===== config.mk =====
export PLATFORM = sky130hd
export DESIGN_NAME = line_boundary_access_splitter_top
export DESIGN_NICKNAME = d
export VERILOG_FILES = /design/src/sv/lbas_pkg.sv /design/src/sv/lbas_front.sv /design/src/sv/lbas_queue.sv /design/src/sv/lbas_back.sv /design/src/sv/line_boundary_access_splitter_top.sv
export SDC_FILE = /design/constraint.sdc
export NUM_CORES = 1
export LEC_CHECK = 0
export BUFFER_PORTS_ARGS = -buffer_cell sky130_fd_sc_hd__buf_4
export CORE_ASPECT_RATIO = 0.6
export CORE_MARGIN = 2
export CORE_UTILIZATION = 55
export CTS_BUF_LIST = sky130_fd_sc_hd__clkbuf_4 sky130_fd_sc_hd__clkbuf_8
export DETAILED_ROUTE_END_ITERATION = 12
export PLACE_DENSITY = 0.76
export SETUP_SLACK_MARGIN = 0.15
export SLEW_MARGIN = 20
export SYNTH_ARGS = -nofsm -noshare
export SYNTH_HDL_FRONTEND = slang
export SYNTH_SLANG_ARGS = --single-unit

===== constraint.sdc =====
create_clock -name clk -period 7.4 [get_ports clk]
set_input_delay 0.74 -clock clk [delete_from_list [all_inputs] [get_ports clk]]
set_output_delay 0.74 -clock clk [all_outputs]
set_load 0.02 [all_outputs]

===== src/sv/lbas_pkg.sv =====
// ----------------------------------------------------------------------------
// Line boundary access splitter package
// Shared constants and the word types passed between front, queue, back and top.
// ----------------------------------------------------------------------------
package lbas_pkg;

  localparam int ADDR_W          = 64;
  localparam int THREAD_W        = 8;
  localparam int COUNT_W         = 7;
  localparam int SEQ_W           = 32;
  localparam int SIZE_W          = 4;
  localparam int LINE_OFS_W      = 6;
  localparam int LINE_BYTES      = 64;
  localparam int MAX_ACCESS_BYTES = 64;
  localparam int QUEUE_DEPTH_DEF = 2;

  typedef struct packed {
    logic [THREAD_W-1:0] thread_id;
    logic [ADDR_W-1:0]   address;
    logic [COUNT_W-1:0]  byte_count;
    logic                is_write;
  } access_t;

  typedef struct packed {
    logic [THREAD_W-1:0] thread;
    logic [ADDR_W-1:0]   address;
    logic                write;
    logic [SEQ_W-1:0]    seq;
    logic [SIZE_W-1:0]   bytes;
    logic                last;
  } chunk_t;

endpackage


===== src/sv/lbas_front.sv =====
// ----------------------------------------------------------------------------
// Line boundary access splitter front
// Accepts access words, clamps the byte count and drops empty accesses.
// ----------------------------------------------------------------------------
module lbas_front (
  input  logic                    s_axis_tvalid,
  output logic                    s_axis_tready,
  input  logic [lbas_pkg::THREAD_W-1:0] thread_id,
  input  logic [lbas_pkg::ADDR_W-1:0]   address,
  input  logic [lbas_pkg::COUNT_W-1:0]  byte_count,
  input  logic                    is_write,
  input  logic                    q_ready,
  output logic                    q_push,
  output lbas_pkg::access_t       q_data
);
  import lbas_pkg::*;

  localparam logic [COUNT_W-1:0] MaxCount = COUNT_W'(MAX_ACCESS_BYTES);

  assign s_axis_tready = q_ready;

  always_comb begin
    q_data.thread_id  = thread_id;
    q_data.address    = address;
    q_data.byte_count = (byte_count > MaxCount) ? MaxCount : byte_count;
    q_data.is_write   = is_write;
  end

  // An access with no bytes is consumed here and never reaches the queue.
  assign q_push = s_axis_tvalid && q_ready && (byte_count != '0);

endmodule


===== src/sv/lbas_queue.sv =====
// ----------------------------------------------------------------------------
// Line boundary access splitter queue
// Small FIFO of accesses between the front and the back.
// ----------------------------------------------------------------------------
module lbas_queue #(
  parameter int DEPTH = lbas_pkg::QUEUE_DEPTH_DEF
) (
  input  logic              clk,
  input  logic              rst,
  input  logic              push,
  input  lbas_pkg::access_t push_data,
  output logic              ready,
  input  logic              pop,
  output logic              valid,
  output lbas_pkg::access_t pop_data
);
  import lbas_pkg::*;

  localparam int PTR_W = (DEPTH > 1) ? $clog2(DEPTH) : 1;
  localparam int CNT_W = $clog2(DEPTH + 1);
  localparam logic [PTR_W-1:0] LastPtr = PTR_W'(DEPTH - 1);
  localparam logic [CNT_W-1:0] FullCnt = CNT_W'(DEPTH);

  access_t          mem [DEPTH];
  logic [PTR_W-1:0] wr_ptr;
  logic [PTR_W-1:0] rd_ptr;
  logic [CNT_W-1:0] fill;

  logic do_push;
  logic do_pop;

  assign ready    = (fill != FullCnt);
  assign valid    = (fill != '0);
  assign pop_data = mem[rd_ptr];
  assign do_push  = push && ready;
  assign do_pop   = pop && valid;

  always_ff @(posedge clk) begin
    if (do_push) begin
      mem[wr_ptr] <= push_data;
    end
  end

  always_ff @(posedge clk) begin
    if (rst) begin
      wr_ptr <= '0;
      rd_ptr <= '0;
      fill   <= '0;
    end else begin
      if (do_push) begin
        wr_ptr <= (wr_ptr == LastPtr) ? '0 : wr_ptr + 1'b1;
      end
      if (do_pop) begin
        rd_ptr <= (rd_ptr == LastPtr) ? '0 : rd_ptr + 1'b1;
      end
      if (do_push && !do_pop) begin
        fill <= fill + 1'b1;
      end else if (do_pop && !do_push) begin
        fill <= fill - 1'b1;
      end
    end
  end

endmodule


===== src/sv/lbas_back.sv =====
// ----------------------------------------------------------------------------
// Line boundary access splitter back
// Walks one access at a time and emits one chunk word per cycle while the output is not stalled.
// ----------------------------------------------------------------------------
module lbas_back (
  input  logic              clk,
  input  logic              rst,
  input  logic              q_valid,
  input  lbas_pkg::access_t q_data,
  output logic              q_pop,
  output logic              out_valid,
  input  logic              out_ready,
  output lbas_pkg::chunk_t  out_chunk
);
  import lbas_pkg::*;

  logic                  active;
  logic [THREAD_W-1:0]   cur_thread;
  logic [ADDR_W-1:0]     cur_addr;
  logic [COUNT_W-1:0]    remaining;
  logic                  cur_write;
  logic [SEQ_W-1:0]      chunk_counter;

  logic [LINE_OFS_W:0]   room;
  logic [SIZE_W-1:0]     len;
  logic [COUNT_W-1:0]    remaining_next;
  logic                  emit;

  assign room = (LINE_OFS_W+1)'(LINE_BYTES) - {1'b0, cur_addr[LINE_OFS_W-1:0]};

  always_comb begin
    if (remaining >= COUNT_W'(8) && room >= (LINE_OFS_W+1)'(8)) begin
      len = SIZE_W'(8);
    end else if (remaining >= COUNT_W'(4) && room >= (LINE_OFS_W+1)'(4)) begin
      len = SIZE_W'(4);
    end else if (remaining >= COUNT_W'(2) && room >= (LINE_OFS_W+1)'(2)) begin
      len = SIZE_W'(2);
    end else begin
      len = SIZE_W'(1);
    end
  end

  assign remaining_next = remaining - COUNT_W'(len);
  assign emit  = active && (!out_valid || out_ready);
  assign q_pop = q_valid && !active;

  always_ff @(posedge clk) begin
    if (rst) begin
      active        <= 1'b0;
      out_valid     <= 1'b0;
      chunk_counter <= '0;
    end else begin
      if (out_ready) begin
        out_valid <= 1'b0;
      end
      if (q_pop) begin
        active     <= 1'b1;
        cur_thread <= q_data.thread_id;
        cur_addr   <= q_data.address;
        remaining  <= q_data.byte_count;
        cur_write  <= q_data.is_write;
      end else if (emit) begin
        out_valid         <= 1'b1;
        out_chunk.thread  <= cur_thread;
        out_chunk.address <= cur_addr;
        out_chunk.write   <= cur_write;
        out_chunk.seq     <= chunk_counter;
        out_chunk.bytes   <= len;
        out_chunk.last    <= (remaining_next == '0);
        chunk_counter     <= chunk_counter + 1'b1;
        cur_addr          <= cur_addr + ADDR_W'(len);
        remaining         <= remaining_next;
        if (remaining_next == '0) begin
          active <= 1'b0;
        end
      end
    end
  end

endmodule


===== src/sv/line_boundary_access_splitter_top.sv =====
// ----------------------------------------------------------------------------
// Line boundary access splitter
// Splits byte accesses into 1, 2, 4 or 8 byte chunks inside 64-byte lines.
// ----------------------------------------------------------------------------
// The s_axis channel takes one access word per handshake: thread, start
// address and byte count in tdata, the write flag in tuser. Counts above
// the maximum access size are clamped; a zero count is taken and dropped.
// The m_axis channel returns one word per chunk in address order, with the
// chunk's thread, address, sequence number and size in tdata, the write flag
// in tuser and tlast on the final chunk of the access.
// An access is pushed into the queue in the cycle it is taken. Its first
// chunk passes the queue, the back end's access registers and the output
// register. The back end loads a queued access only while idle, then emits
// one chunk per cycle while the receiver is ready, until the last chunk.
// When the receiver stalls, the output word holds and the queue fills; once
// it is full, s_axis_tready falls. Reset empties the queue, drops any
// partial access and clears the sequence number to zero.
// ----------------------------------------------------------------------------
module line_boundary_access_splitter_top #(
  parameter int QUEUE_DEPTH = lbas_pkg::QUEUE_DEPTH_DEF
) (
  input  logic          clk,
  input  logic          rst,
  input  logic          s_axis_tvalid,
  output logic          s_axis_tready,
  input  logic [79:0]   s_axis_tdata,  // thread_id[7:0], address[71:8], byte_count[78:72]
  input  logic          s_axis_tuser,  // is_write
  output logic          m_axis_tvalid,
  input  logic          m_axis_tready,
  output logic [111:0]  m_axis_tdata,  // chunk_thread[7:0], chunk_address[71:8],
                                       // sequence_number[103:72], chunk_bytes[107:104]
  output logic          m_axis_tuser,  // chunk_write
  output logic          m_axis_tlast   // last_chunk
);
  import lbas_pkg::*;

  access_t q_in;
  access_t q_out;
  logic    q_push;
  logic    q_ready;
  logic    q_valid;
  logic    q_pop;
  chunk_t  chunk;

  lbas_front u_front (
    .s_axis_tvalid (s_axis_tvalid),
    .s_axis_tready (s_axis_tready),
    .thread_id     (s_axis_tdata[7:0]),
    .address       (s_axis_tdata[71:8]),
    .byte_count    (s_axis_tdata[78:72]),
    .is_write      (s_axis_tuser),
    .q_ready       (q_ready),
    .q_push        (q_push),
    .q_data        (q_in)
  );

  lbas_queue #(
    .DEPTH (QUEUE_DEPTH)
  ) u_queue (
    .clk       (clk),
    .rst       (rst),
    .push      (q_push),
    .push_data (q_in),
    .ready     (q_ready),
    .pop       (q_pop),
    .valid     (q_valid),
    .pop_data  (q_out)
  );

  lbas_back u_back (
    .clk       (clk),
    .rst       (rst),
    .q_valid   (q_valid),
    .q_data    (q_out),
    .q_pop     (q_pop),
    .out_valid (m_axis_tvalid),
    .out_ready (m_axis_tready),
    .out_chunk (chunk)
  );

  assign m_axis_tdata = {4'b0000, chunk.bytes, chunk.seq, chunk.address, chunk.thread};
  assign m_axis_tuser = chunk.write;
  assign m_axis_tlast = chunk.last;

endmodule


==> results of run 1 <==
[flip-flops by register name, indices dropped and copies added (netlist names), named ones only]
name	count
u_back.active	1
u_back.out_chunk	110
u_back.cur_write	1
u_back.chunk_counter	32
u_queue.mem	160
u_queue.wr_ptr	1
u_back.cur_thread	8
u_back.out_valid	1
u_back.cur_addr	64
u_queue.rd_ptr	1
u_queue.fill	2
u_back.remaining	7
[logic make-up after synthesis]
| group | count (synthesis) | synth area share (%) |
|---|---|---|
| AO/OA/AOI/OAI | 164 | 6.43 |
| XOR/XNOR | 95 | 5.35 |
| adder cells (fa/ha/maj) | 14 | 1.22 |
| buffers and inverters | 68 | 1.76 |
| flip-flops | 389 | 72.6 |
| multiplexers | 23 | 1.56 |
| other | 1 | 0.0241 |
| AND/OR/NAND/NOR | 312 | 11.1 |
[power breakdown]
group | internal (mW) | switching, mW
registers | 3.05 | 0.314
logic | 0.640 | 1.03
clock network | 0.809 | 0.762
total | 4.49 | 2.11
[cell usage after synthesis, drive strengths merged, types with 10 or more instances]
cell	instances
o21ai	25
mux2i	13
a211oi	60
xor2	41
ha	12
xnor2	54
nand4	25
nand2	53
clkbuf	43
nand3	28
nor2b	67
nor4	15
nor3	26
dfxtp	39
nor2	59
a21oi	69
edfxtp	350
inv	19
mux2	10
[layout by cell type (no fill, tap or decap), types with 2 or more instances in the layout]
cell	Yosys	routed
edfxtp_1	350	350
buf_4	4	204
a21oi_1	69	68
nor2b_1	67	66
a211oi_1	60	60
nor2_1	59	58
clkbuf_8	0	56
xnor2_1	54	54
nand2_1	53	53
xor2_1	41	41
dfxtp_1	39	38
nand3_1	27	27
o21ai_0	25	24
nand4_1	24	24
nor3_1	22	22
inv_1	19	19
clkbuf_4	0	15
mux2i_1	13	13
ha_1	12	12
clkinv_2	0	12
mux2_2	10	10
nor4_1	9	9
clkinv_1	0	9
and4_1	8	8
or3_1	7	7
and3_1	6	6
nand2b_1	5	5
nor4_2	5	5
and2_1	6	5
nor3_2	4	4
conb_1	1	4
o21a_1	2	2
a21o_1	2	2
nor4b_1	2	2
fa_1	2	2
[final cells by class]
cell class	count	area (um2)
Inverter	19	71.3
Multi-Input combinational cell	612	4040
Clock buffer	71	883
Tap cell	367	459
Clock inverter	22	124
Sequential cell	389	11300
Fill cell	1990	9290
Timing Repair Buffer	204	1530
[path summary, 6_finish.rpt]
path	from	end	slack, ps	cells past startpoint
max	u_back.cur_addr[1]	u_back.cur_addr[57]	3130	13
min	s_axis_tdata[13]	u_queue.mem[1][13]	330	1
max reg2reg	u_back.cur_addr[1]	u_back.cur_addr[57]	3130	13
min reg2reg	u_back.cur_thread[3]	u_back.out_chunk[105]	420	0
[metrics by stage]
step / worst slack (ps) / hold slack [ps] / std cells / utilization (%) / cell area, um2
floorplan: 1130 / 400 / 1069 / - / 15600
finish: 3130 / 333 / 1684 / 66.5 / 18400
global route: 2710 / 293 / 1684 / 66.5 / 18400
global placement: 3250 / 401 / 1591 / 62.8 / 17400
detailed placement: 3160 / 405 / 1591 / 62.8 / 17400
CTS: 3160 / 283 / 1684 / 66.5 / 18400
[per-layer routing]
metal	GRT usage (%)	part of all wire, %
met1	30.0	46
met2	30.6	44
met3	6.68	8.4
met4	5.82	1.7
met5	0	0
==> metrics, run 1 <==
Post-CTS Setup Bufs=0; startpoint type of the worst setup path=flop; # rows=47; initial antenna violation count=0; max cap viols=0; largest cells by area after synthesis=edfxtp_1, dfxtp_1, xnor2_1; final net count=1378; Hold Fails Final Rpt=0; CP Cell Sequence=or3_1, nor3_1, a21oi_1, o21ai_0, nand2_1, inv_1, ha_1, o21ai_0, o21bai_1, nand3_2, nor4_1, xnor2_1, a21oi_1; GPL Wtd Cong=0.813; top_reg_cell synth=edfxtp_1; Die W=221 um; pin count of the biggest net entering global routing=77; routed via count=9131; RSZ-0062 raised after global routing=no; P per Cell Area=359 mW/mm2; CP max stage cell=nand3_2; crit-path max FO=15; clock sinks=389; global-route usage over all layers=20.8%; Tmin final=4270 ps; I/O pins=201; vias per cell=5.42; DP HPWL=19.8 mm; Diodes inserted=0; global-route wire length before repair=47.8 mm; die area=0.0297 mm2; status=complete, no violations; top-area cell type share of the netlist area=67.6%; post-synthesis area per instance=14.6 um2; die height=134 um; Seq cells post-synth=389; CTS tree=built; Clock Skew=21.6 ps; htree depth=2; min-delay worst type=input port to flop; post-synthesis sequential area ratio=72.6%; Clock Tree Buf Depth=3; worst slew pin tran=1060 ps; Distinct cells, synth=48; CP Class=flop to flop; DRT Wirelength=31.1 mm; ys async rst share=0%; fin crit share=57.7%; Worst Setup End Kind=flop; hold_buf cts=0; Arrival @ worst endpoint=4570 ps; Pre-antenna DRT Iters=5; Worst Path Required=7700 ps; Core Footprint=0.0277 mm2; VDD IR-drop max=0.196 mV; DRC Markers=0; Worst path max stage delay=560 ps; post-CTS sizing=0; area leader, netlist=edfxtp_1; ratio of cells with drive above 1 in the final layout=24.1%; worst skew pair latency=590 ps; EDFF count, synth=350; max-slew violations=0; Worst Path Buf+Inv=1; Initial Util=56.2%; cts bufs inserted=53; Gate Count Post-Synth=1066; CP top delay family=simple AND/OR/NAND/NOR gates; Iter 0 DRT Violations=683; Fmax=0.234 GHz; routed wire length per instance=18.5 um; Root Driver=clkbuf_8; setup TNS=0 ps; Clock transition at path regs=70 ps; max_slew headroom=29.4%; Post-Syn Area=0.0156 mm2; total chip power=6.60 mW; Routed Antenna Nets=0; GR Overflow Total=0; Layout area overhead=18.3%; IO buf count=195; Final setup violation count=0; Static Leak=6.35 nW; synth warn=0; vias in the first global route=8782
No activity file was read; power rests on OpenSTA's default activity.
==> inputs of run 2 (changes only) <==
==> constraint.sdc (replaced) <==
create_clock -name clk -period 4.4 [get_ports clk]
set_input_delay 0.44 -clock clk [delete_from_list [all_inputs] [get_ports clk]]
set_output_delay 0.44 -clock clk [all_outputs]
set_load 0.02 [all_outputs]
==> run 2 against run 1 <==
  * Sequential cell count did not move
  * Global-route usage grew 1.4 points
  * Via count increased by 4.9%
  * Maximum frequency increased by 8.9%
  * Wire length rose by 6.4%
  * Critical path type unchanged
  * Sequential power rose by 69%
  * Die area did not move
  * Worst setup slack worse by 2700 ps
  * Cell area rose by 3.6%
==> metrics, run 2 (same netlist as run 1, synthesis figures left out) <==
setup TNS=0 ps (unchanged); htree depth=2 (unchanged); I/O pins=201 (unchanged); min-delay worst type=input port to flop; CP Capture Point=u_back.cur_addr[62]; vias per cell=5.47 (+0.83%); Clock Tree Buf Depth=3 (unchanged); VDD IR-drop max=0.490 mV (+150%); startpoint type of the worst setup path=flop; Reg with most FFs=u_queue.mem; worst slew pin tran=998 ps (-60.8 ps); Static Leak=6.64 nW (+4.5%); # rows=47 (unchanged); setup slack, reg-to-reg=480 ps (-2650 ps); Hold Fails Final Rpt=0 (unchanged); Flop pwr share=49.8% (-1.1 points); max cap viols=0 (unchanged); crit-path max FO=13 (-2); switching pwr=3.68 mW (+74%); Worst Path Required=4710 ps (-2990 ps); Tmin final=3920 ps (-350 ps); Setup crit start=u_back.remaining[4]; post-route setup slack=479 ps (-2650 ps); status=complete, no violations; IO buf count=195 (unchanged); routed wire length per instance=18.9 um (+2.3%); CP Class=flop to flop; DRT Wirelength=33.1 mm (+6.4%); Root Driver=clkbuf_8; hold path cells=1 (unchanged); area of the multi-input gates=0.00405 mm2 (+0.15%); Layout area overhead=22.6%; Pre-antenna DRT Iters=5 (unchanged); global-route usage over all layers=22.1% (+1.4 points); hold_ws=36.4 ps (-297 ps); Fillers=1868 (-6.1%); DP HPWL=20.5 mm (+3.6%); Arrival @ worst endpoint=4230 ps (-340 ps); Clock transition at path regs=70 ps (about the same); Clock Skew=16.1 ps (-5.54 ps); Post-CTS Setup Bufs=0 (unchanged); fin area=0.0191 mm2 (+3.6%); GR Overflow Total=0 (unchanged); total chip power=11.4 mW (+72%); commonest non-fill, non-tap cell in the layout=edfxtp_1; fin crit share=89.1% (+31 points); Core Footprint=0.0277 mm2 (unchanged); max_slew headroom=33.0% (+3.5 points); Fmax=0.255 GHz (+8.9%); CP max stage cell=or4_1; Crit path depth=11 (-2); RR Startpoint=u_back.remaining[4]; Die W=221 um (unchanged); cts bufs inserted=55 (+3.8%); P per Cell Area=596 mW/mm2 (+66%); Pint=7.70 mW (+71%); largest registers=u_queue.mem x160, u_back.out_chunk x110, u_back.cur_addr x64; max-slew violations=0 (unchanged); Post-Place Cell Area=0.0175 mm2 (+0.32%); fin util=68.9% (+2.4 points); pin count of the biggest net entering global routing=147 (+91%); initial antenna violation count=1 (+1); max reg flops=160 (unchanged); CTS tree=built; Worst Setup End Kind=flop; Final setup violation count=0 (unchanged); Comb power frac=25.7% (+0.4 points); ratio of cells with drive above 1 in the final layout=23.6% (-0.51 points); CP Cell Sequence=or4_1, o32a_1, inv_1, ha_1, fa_1, a21o_1, a21oi_1, nand4b_2, nor4_1, xnor2_1, a21oi_1; routed via count=9579 (+4.9%); Switching Share=32.3% (+0.40 points); Setup WS pre-CTS=517 ps (-2640 ps); Register Area=0.0113 mm2 (unchanged); die height=134 um (unchanged); commonest cells after routing, fill and taps aside=edfxtp_1, buf_4, a21oi_1, nor2b_1, a211oi_1; Worst path max stage delay=630 ps (+70 ps); CP top delay family=simple AND/OR/NAND/NOR gates; global-route wire length before repair=51.2 mm (+7.2%); Worst Path Buf+Inv=1 (unchanged); Worst R2R Path Depth=11 (-2); DRC Markers=0 (unchanged); Initial Util=56.2% (unchanged); Routed Antenna Nets=0 (unchanged); worst flop-to-flop path endpoint=u_back.cur_addr[62]; fin cells=1752 (+4.0%); vias in the first global route=9336 (+6.3%); worst skew pair latency=600 ps (about the same); crit-path most repeated cell=a21oi_1; placed cell count=1595 (+0.25%); GPL Wtd Cong=0.810 (-0.41%); Iter 0 DRT Violations=623 (-8.8%); clock power share=24.5% (+0.7 points); die area=0.0297 mm2 (unchanged); RSZ-0062 raised after global routing=no; final net count=1437 (+4.3%); clock sinks=389 (unchanged)
==> run 2: cell count changes in the layout (fill, tap and decap cells not counted) <==
| cell | change |
|---|---|
| buf_4 | +2 |
| buf_12 | +2 |
| nor4_2 | +1 |
| clkbuf_8 | +3 |
| clkinv_1 | +6 |
| clkbuf_4 | +2 |
| clkinv_2 | -1 |
| nor4_1 | -1 |
| dlygate4sd3_1 | +53 |
| diode_2 | +1 |
==> run 2: cell type report <==
| type | count | area share [%] |
|---|---|---|
| sequential | 389 | 59.2 |
| multi-input combinational | 612 | 21.2 |
| tap | 367 | 2.41 |
| inverter | 19 | 0.374 |
| clock inverter | 27 | 0.741 |
| antenna | 1 | 0.0131 |
| clock buffer | 76 | 4.93 |
| timing repair buffer | 261 | 11.1 |
==> run 2: power by group through the flow <==
stage               registers [mW]  clock network [mW]  logic (mW)
floorplan                     5.72                   0        1.88
global route                  5.76                3.00        3.23
CTS                           5.66                2.83        2.93
detailed placement            5.74                   0        2.88
global placement              5.69                   0        2.79
finish                        5.67                2.79        2.92
==> run 2: worst min path at each step <==
| stage | start | slack [ps] | endpoint |
|---|---|---|---|
| finish | s_axis_tdata[9] | 40 | u_queue.mem[0][9] |
| global route | s_axis_tdata[32] | 4 | u_queue.mem[0][32] |
| CTS | s_axis_tdata[9] | 0.5 | u_queue.mem[0][9] |
| detailed placement | u_back.cur_thread[3] | 410 | u_back.out_chunk[105] |
| global placement | u_back.cur_thread[1] | 400 | u_back.out_chunk[103] |
| floorplan | u_back.cur_thread[0] | 400 | u_back.out_chunk[102] |
==> run 2: layer usage <==
metal / up-vias / share of wire, % / GRT usage, %
met4: 0 / 1.6 / 6.04
met2: 343 / 45 / 33.4
li1: 4549 / - / -
met3: 50 / 7.2 / 5.70
met5: - / 0 / 0
met1: 4637 / 46 / 32.3
==> run 2: worst register-to-register path: stages (launching register included) <==
cell and delay, ps:
edfxtp_1 460, or4_1 630, o32a_1 340, inv_1 130, ha_1 240, fa_1 240, a21o_1 130, a21oi_1 100
nand4b_2 610, nor4_1 530, xnor2_1 160, a21oi_1 80
==> run 2: repair_timing <==
action | 4_1_cts | 5_1_grt
hold endpoints to repair | 100 | 1
hold buffers | 52 | 1
setup endpoints to repair | 0 | 1
gates resized for setup | 0 | 1
==> inputs of run 3 (changes only) <==
--- a/config.mk
+++ b/config.mk
@@ -8,10 +8,9 @@
 export BUFFER_PORTS_ARGS = -buffer_cell sky130_fd_sc_hd__buf_4
 export CORE_ASPECT_RATIO = 0.6
 export CORE_MARGIN = 2
-export CORE_UTILIZATION = 55
+export CORE_UTILIZATION = 35
 export CTS_BUF_LIST = sky130_fd_sc_hd__clkbuf_4 sky130_fd_sc_hd__clkbuf_8
 export DETAILED_ROUTE_END_ITERATION = 12
-export PLACE_DENSITY = 0.76
 export SETUP_SLACK_MARGIN = 0.15
 export SLEW_MARGIN = 20
 export SYNTH_ARGS = -nofsm -noshare
==> run 3 against run 2 <==
  * Sequential power about the same
  * Cell area increased by 3.3%
  * Sequential cell count unchanged
  * Critical endpoint is now u_back.cur_addr[48]
  * Clock-buffer cell count increased by 8
  * Wire length increased by 7.1%
  * Worst setup slack improved by 77 ps
  * Critical path depth increased by 4
==> metrics, run 3 (same netlist as run 1, synthesis figures left out) <==
worst skew pair latency=600 ps (about the same); Clock transition at path regs=70 ps (about the same); max-slew violations=0 (unchanged); vias in the first global route=9386 (+0.54%); clock power share=25.8% (+1.3 points); commonest non-fill, non-tap cell in the layout=edfxtp_1; VDD IR-drop max=0.355 mV (-28%); # rows=59 (+26%); Root Driver=clkbuf_8; Register Area=0.0113 mm2 (unchanged); initial antenna violation count=4 (+3); CTS tree=built; setup slack, reg-to-reg=560 ps (+80 ps); die area=0.0462 mm2 (+56%); setup TNS=0 ps (unchanged); DP HPWL=22.6 mm (+10%); Worst R2R Path Depth=15 (+4); fin crit share=87.4% (-1.7 points); pin count of the biggest net entering global routing=147 (unchanged); max_slew headroom=29.7% (-3.3 points); worst flop-to-flop path endpoint=u_back.cur_addr[48]; RSZ-0062 raised after global routing=no; Routed Antenna Nets=0 (unchanged); IO buf count=195 (unchanged); DRT Wirelength=35.4 mm (+7.1%); Reg with most FFs=u_queue.mem; status=complete, no violations; DRC Markers=0 (unchanged); Switching Share=32.4% (+0.044 points); GPL Wtd Cong=0.785 (-3.1%); GR Overflow Total=0 (unchanged); clock sinks=389 (unchanged); Iter 0 DRT Violations=677 (+8.7%); largest registers=u_queue.mem x160, u_back.out_chunk x110, u_back.cur_addr x64; HP Start=s_axis_tdata[78]; P per Cell Area=592 mW/mm2 (-0.80%); switching pwr=3.78 mW (+2.6%); vias per cell=4.79 (-12%); Comb power frac=25.5% (-0.2 points); commonest cells after routing, fill and taps aside=edfxtp_1, buf_4, dlygate4sd3_1, a21oi_1, clkbuf_8; Flop pwr share=48.7% (-1.1 points); Final setup violation count=0 (unchanged); Static Leak=6.80 nW (+2.4%); global-route wire length before repair=54.6 mm (+6.5%); Arrival @ worst endpoint=4160 ps (-70 ps); Post-CTS Setup Bufs=0 (unchanged); Fillers=3914 (+110%); RR Startpoint=u_back.cur_addr[1]; CP Capture Point=u_back.cur_addr[48]; I/O pins=201 (unchanged); routed via count=9528 (-0.53%); CP Class=flop to flop; crit-path max FO=13 (unchanged); routed wire length per instance=17.8 um (-5.8%); worst slew pin tran=1050 ps (+56.7 ps); htree depth=2 (unchanged); Pre-antenna DRT Iters=7 (+2); Worst Path Required=4710 ps (about the same); ratio of cells with drive above 1 in the final layout=24.1% (+0.58 points); final net count=1463 (+1.8%); Clock Tree Buf Depth=3 (unchanged); Initial Util=35.7% (-21 points); max reg flops=160 (unchanged); Setup crit start=u_back.cur_addr[1]; Tmin final=3840 ps (-76.5 ps); cts bufs inserted=59 (+7.3%); Hold Fails Final Rpt=0 (unchanged); min-delay worst type=input port to flop; Core Footprint=0.0436 mm2 (+58%); Worst Setup End Kind=flop; Die W=276 um (+25%); Layout area overhead=26.6%; fin util=45.2% (-24 points); global-route usage over all layers=15.2% (-6.9 points); placed cell count=1809 (+13%); die height=167 um (+25%); Pint=7.88 mW (+2.4%); max cap viols=0 (unchanged); Clock Skew=23.1 ps (+7.02 ps); fin cells=1991 (+14%); startpoint type of the worst setup path=flop; Fmax=0.260 GHz (+2.0%); area of the multi-input gates=0.00407 mm2 (+0.53%)
-- run 3: how the worst min path moves through the flow --
stage	endpoint	slack, ps	depth (start not counted)
after global routing	u_queue.mem[0][7]	60	1
after floorplan	u_back.out_chunk[102]	400	0
after detailed placement	u_back.out_chunk[109]	410	0
final	u_queue.mem[1][7]	110	1
after CTS	u_queue.mem[0][7]	40	1
after global placement	u_back.out_chunk[103]	400	0
-- run 3: area by class of cell --
type	count	area share, %
clock inverter	22	0.699
inverter	19	0.362
antenna	3	0.0381
sequential	389	57.3
timing repair buffer	283	11.9
tap	579	3.68
clock buffer	84	5.33
multi-input combinational	612	20.7
-- run 3: power groups by stage --
stage / clock network, mW / logic, mW / registers [mW]
2_1_floorplan: 0 / 1.88 / 5.72
3_3_place_gp: 0 / 2.91 / 5.73
3_5_place_dp: 0 / 2.98 / 5.75
4_1_cts: 3.11 / 3.04 / 5.68
5_1_grt: 3.28 / 3.33 / 5.78
6_report: 3.01 / 2.98 / 5.67
-- run 3: layer usage --
layer  up-vias  part of all wire, %  GRT usage (%)
li1       4599                    -              -
met1      4620                   47           21.3
met2       233                   45           23.8
met3        74                  5.3           3.60
met4         2                  2.0           4.25
met5         -                0.037              0
-- run 3: repair_timing --
item,in CTS,in global routing
setup endpoints to repair,0,12
hold endpoints to repair,146,0
hold buffers,73,0
gates resized for setup,0,3
-- run 3: metrics by stage --
step | power, mW | setup slack, ps | hold WS, ps | instance area (um2)
2_1_floorplan | 7.61 | 292 | 400 | 15600
3_3_place_gp | 8.64 | 491 | 402 | 17700
3_5_place_dp | 8.73 | 412 | 409 | 17700
4_1_cts | 11.8 | 368 | 43.4 | 19700
5_1_grt | 12.4 | 162 | 63.4 | 19700
6_report | 11.7 | 555 | 108 | 19700
-- run 3: worst max-delay path: stages (launching register included) --
cell	delay, ps
edfxtp_1	500
inv_1	130
ha_1	190
o21ai_0	90
mux2i_1	140
nand4_1	150
o32a_1	220
nand2b_1	100
inv_1	140
fa_1	470
a21o_1	190
a21oi_1	430
nand4b_4	380
nor3_1	110
xnor2_1	210
a21oi_1	90
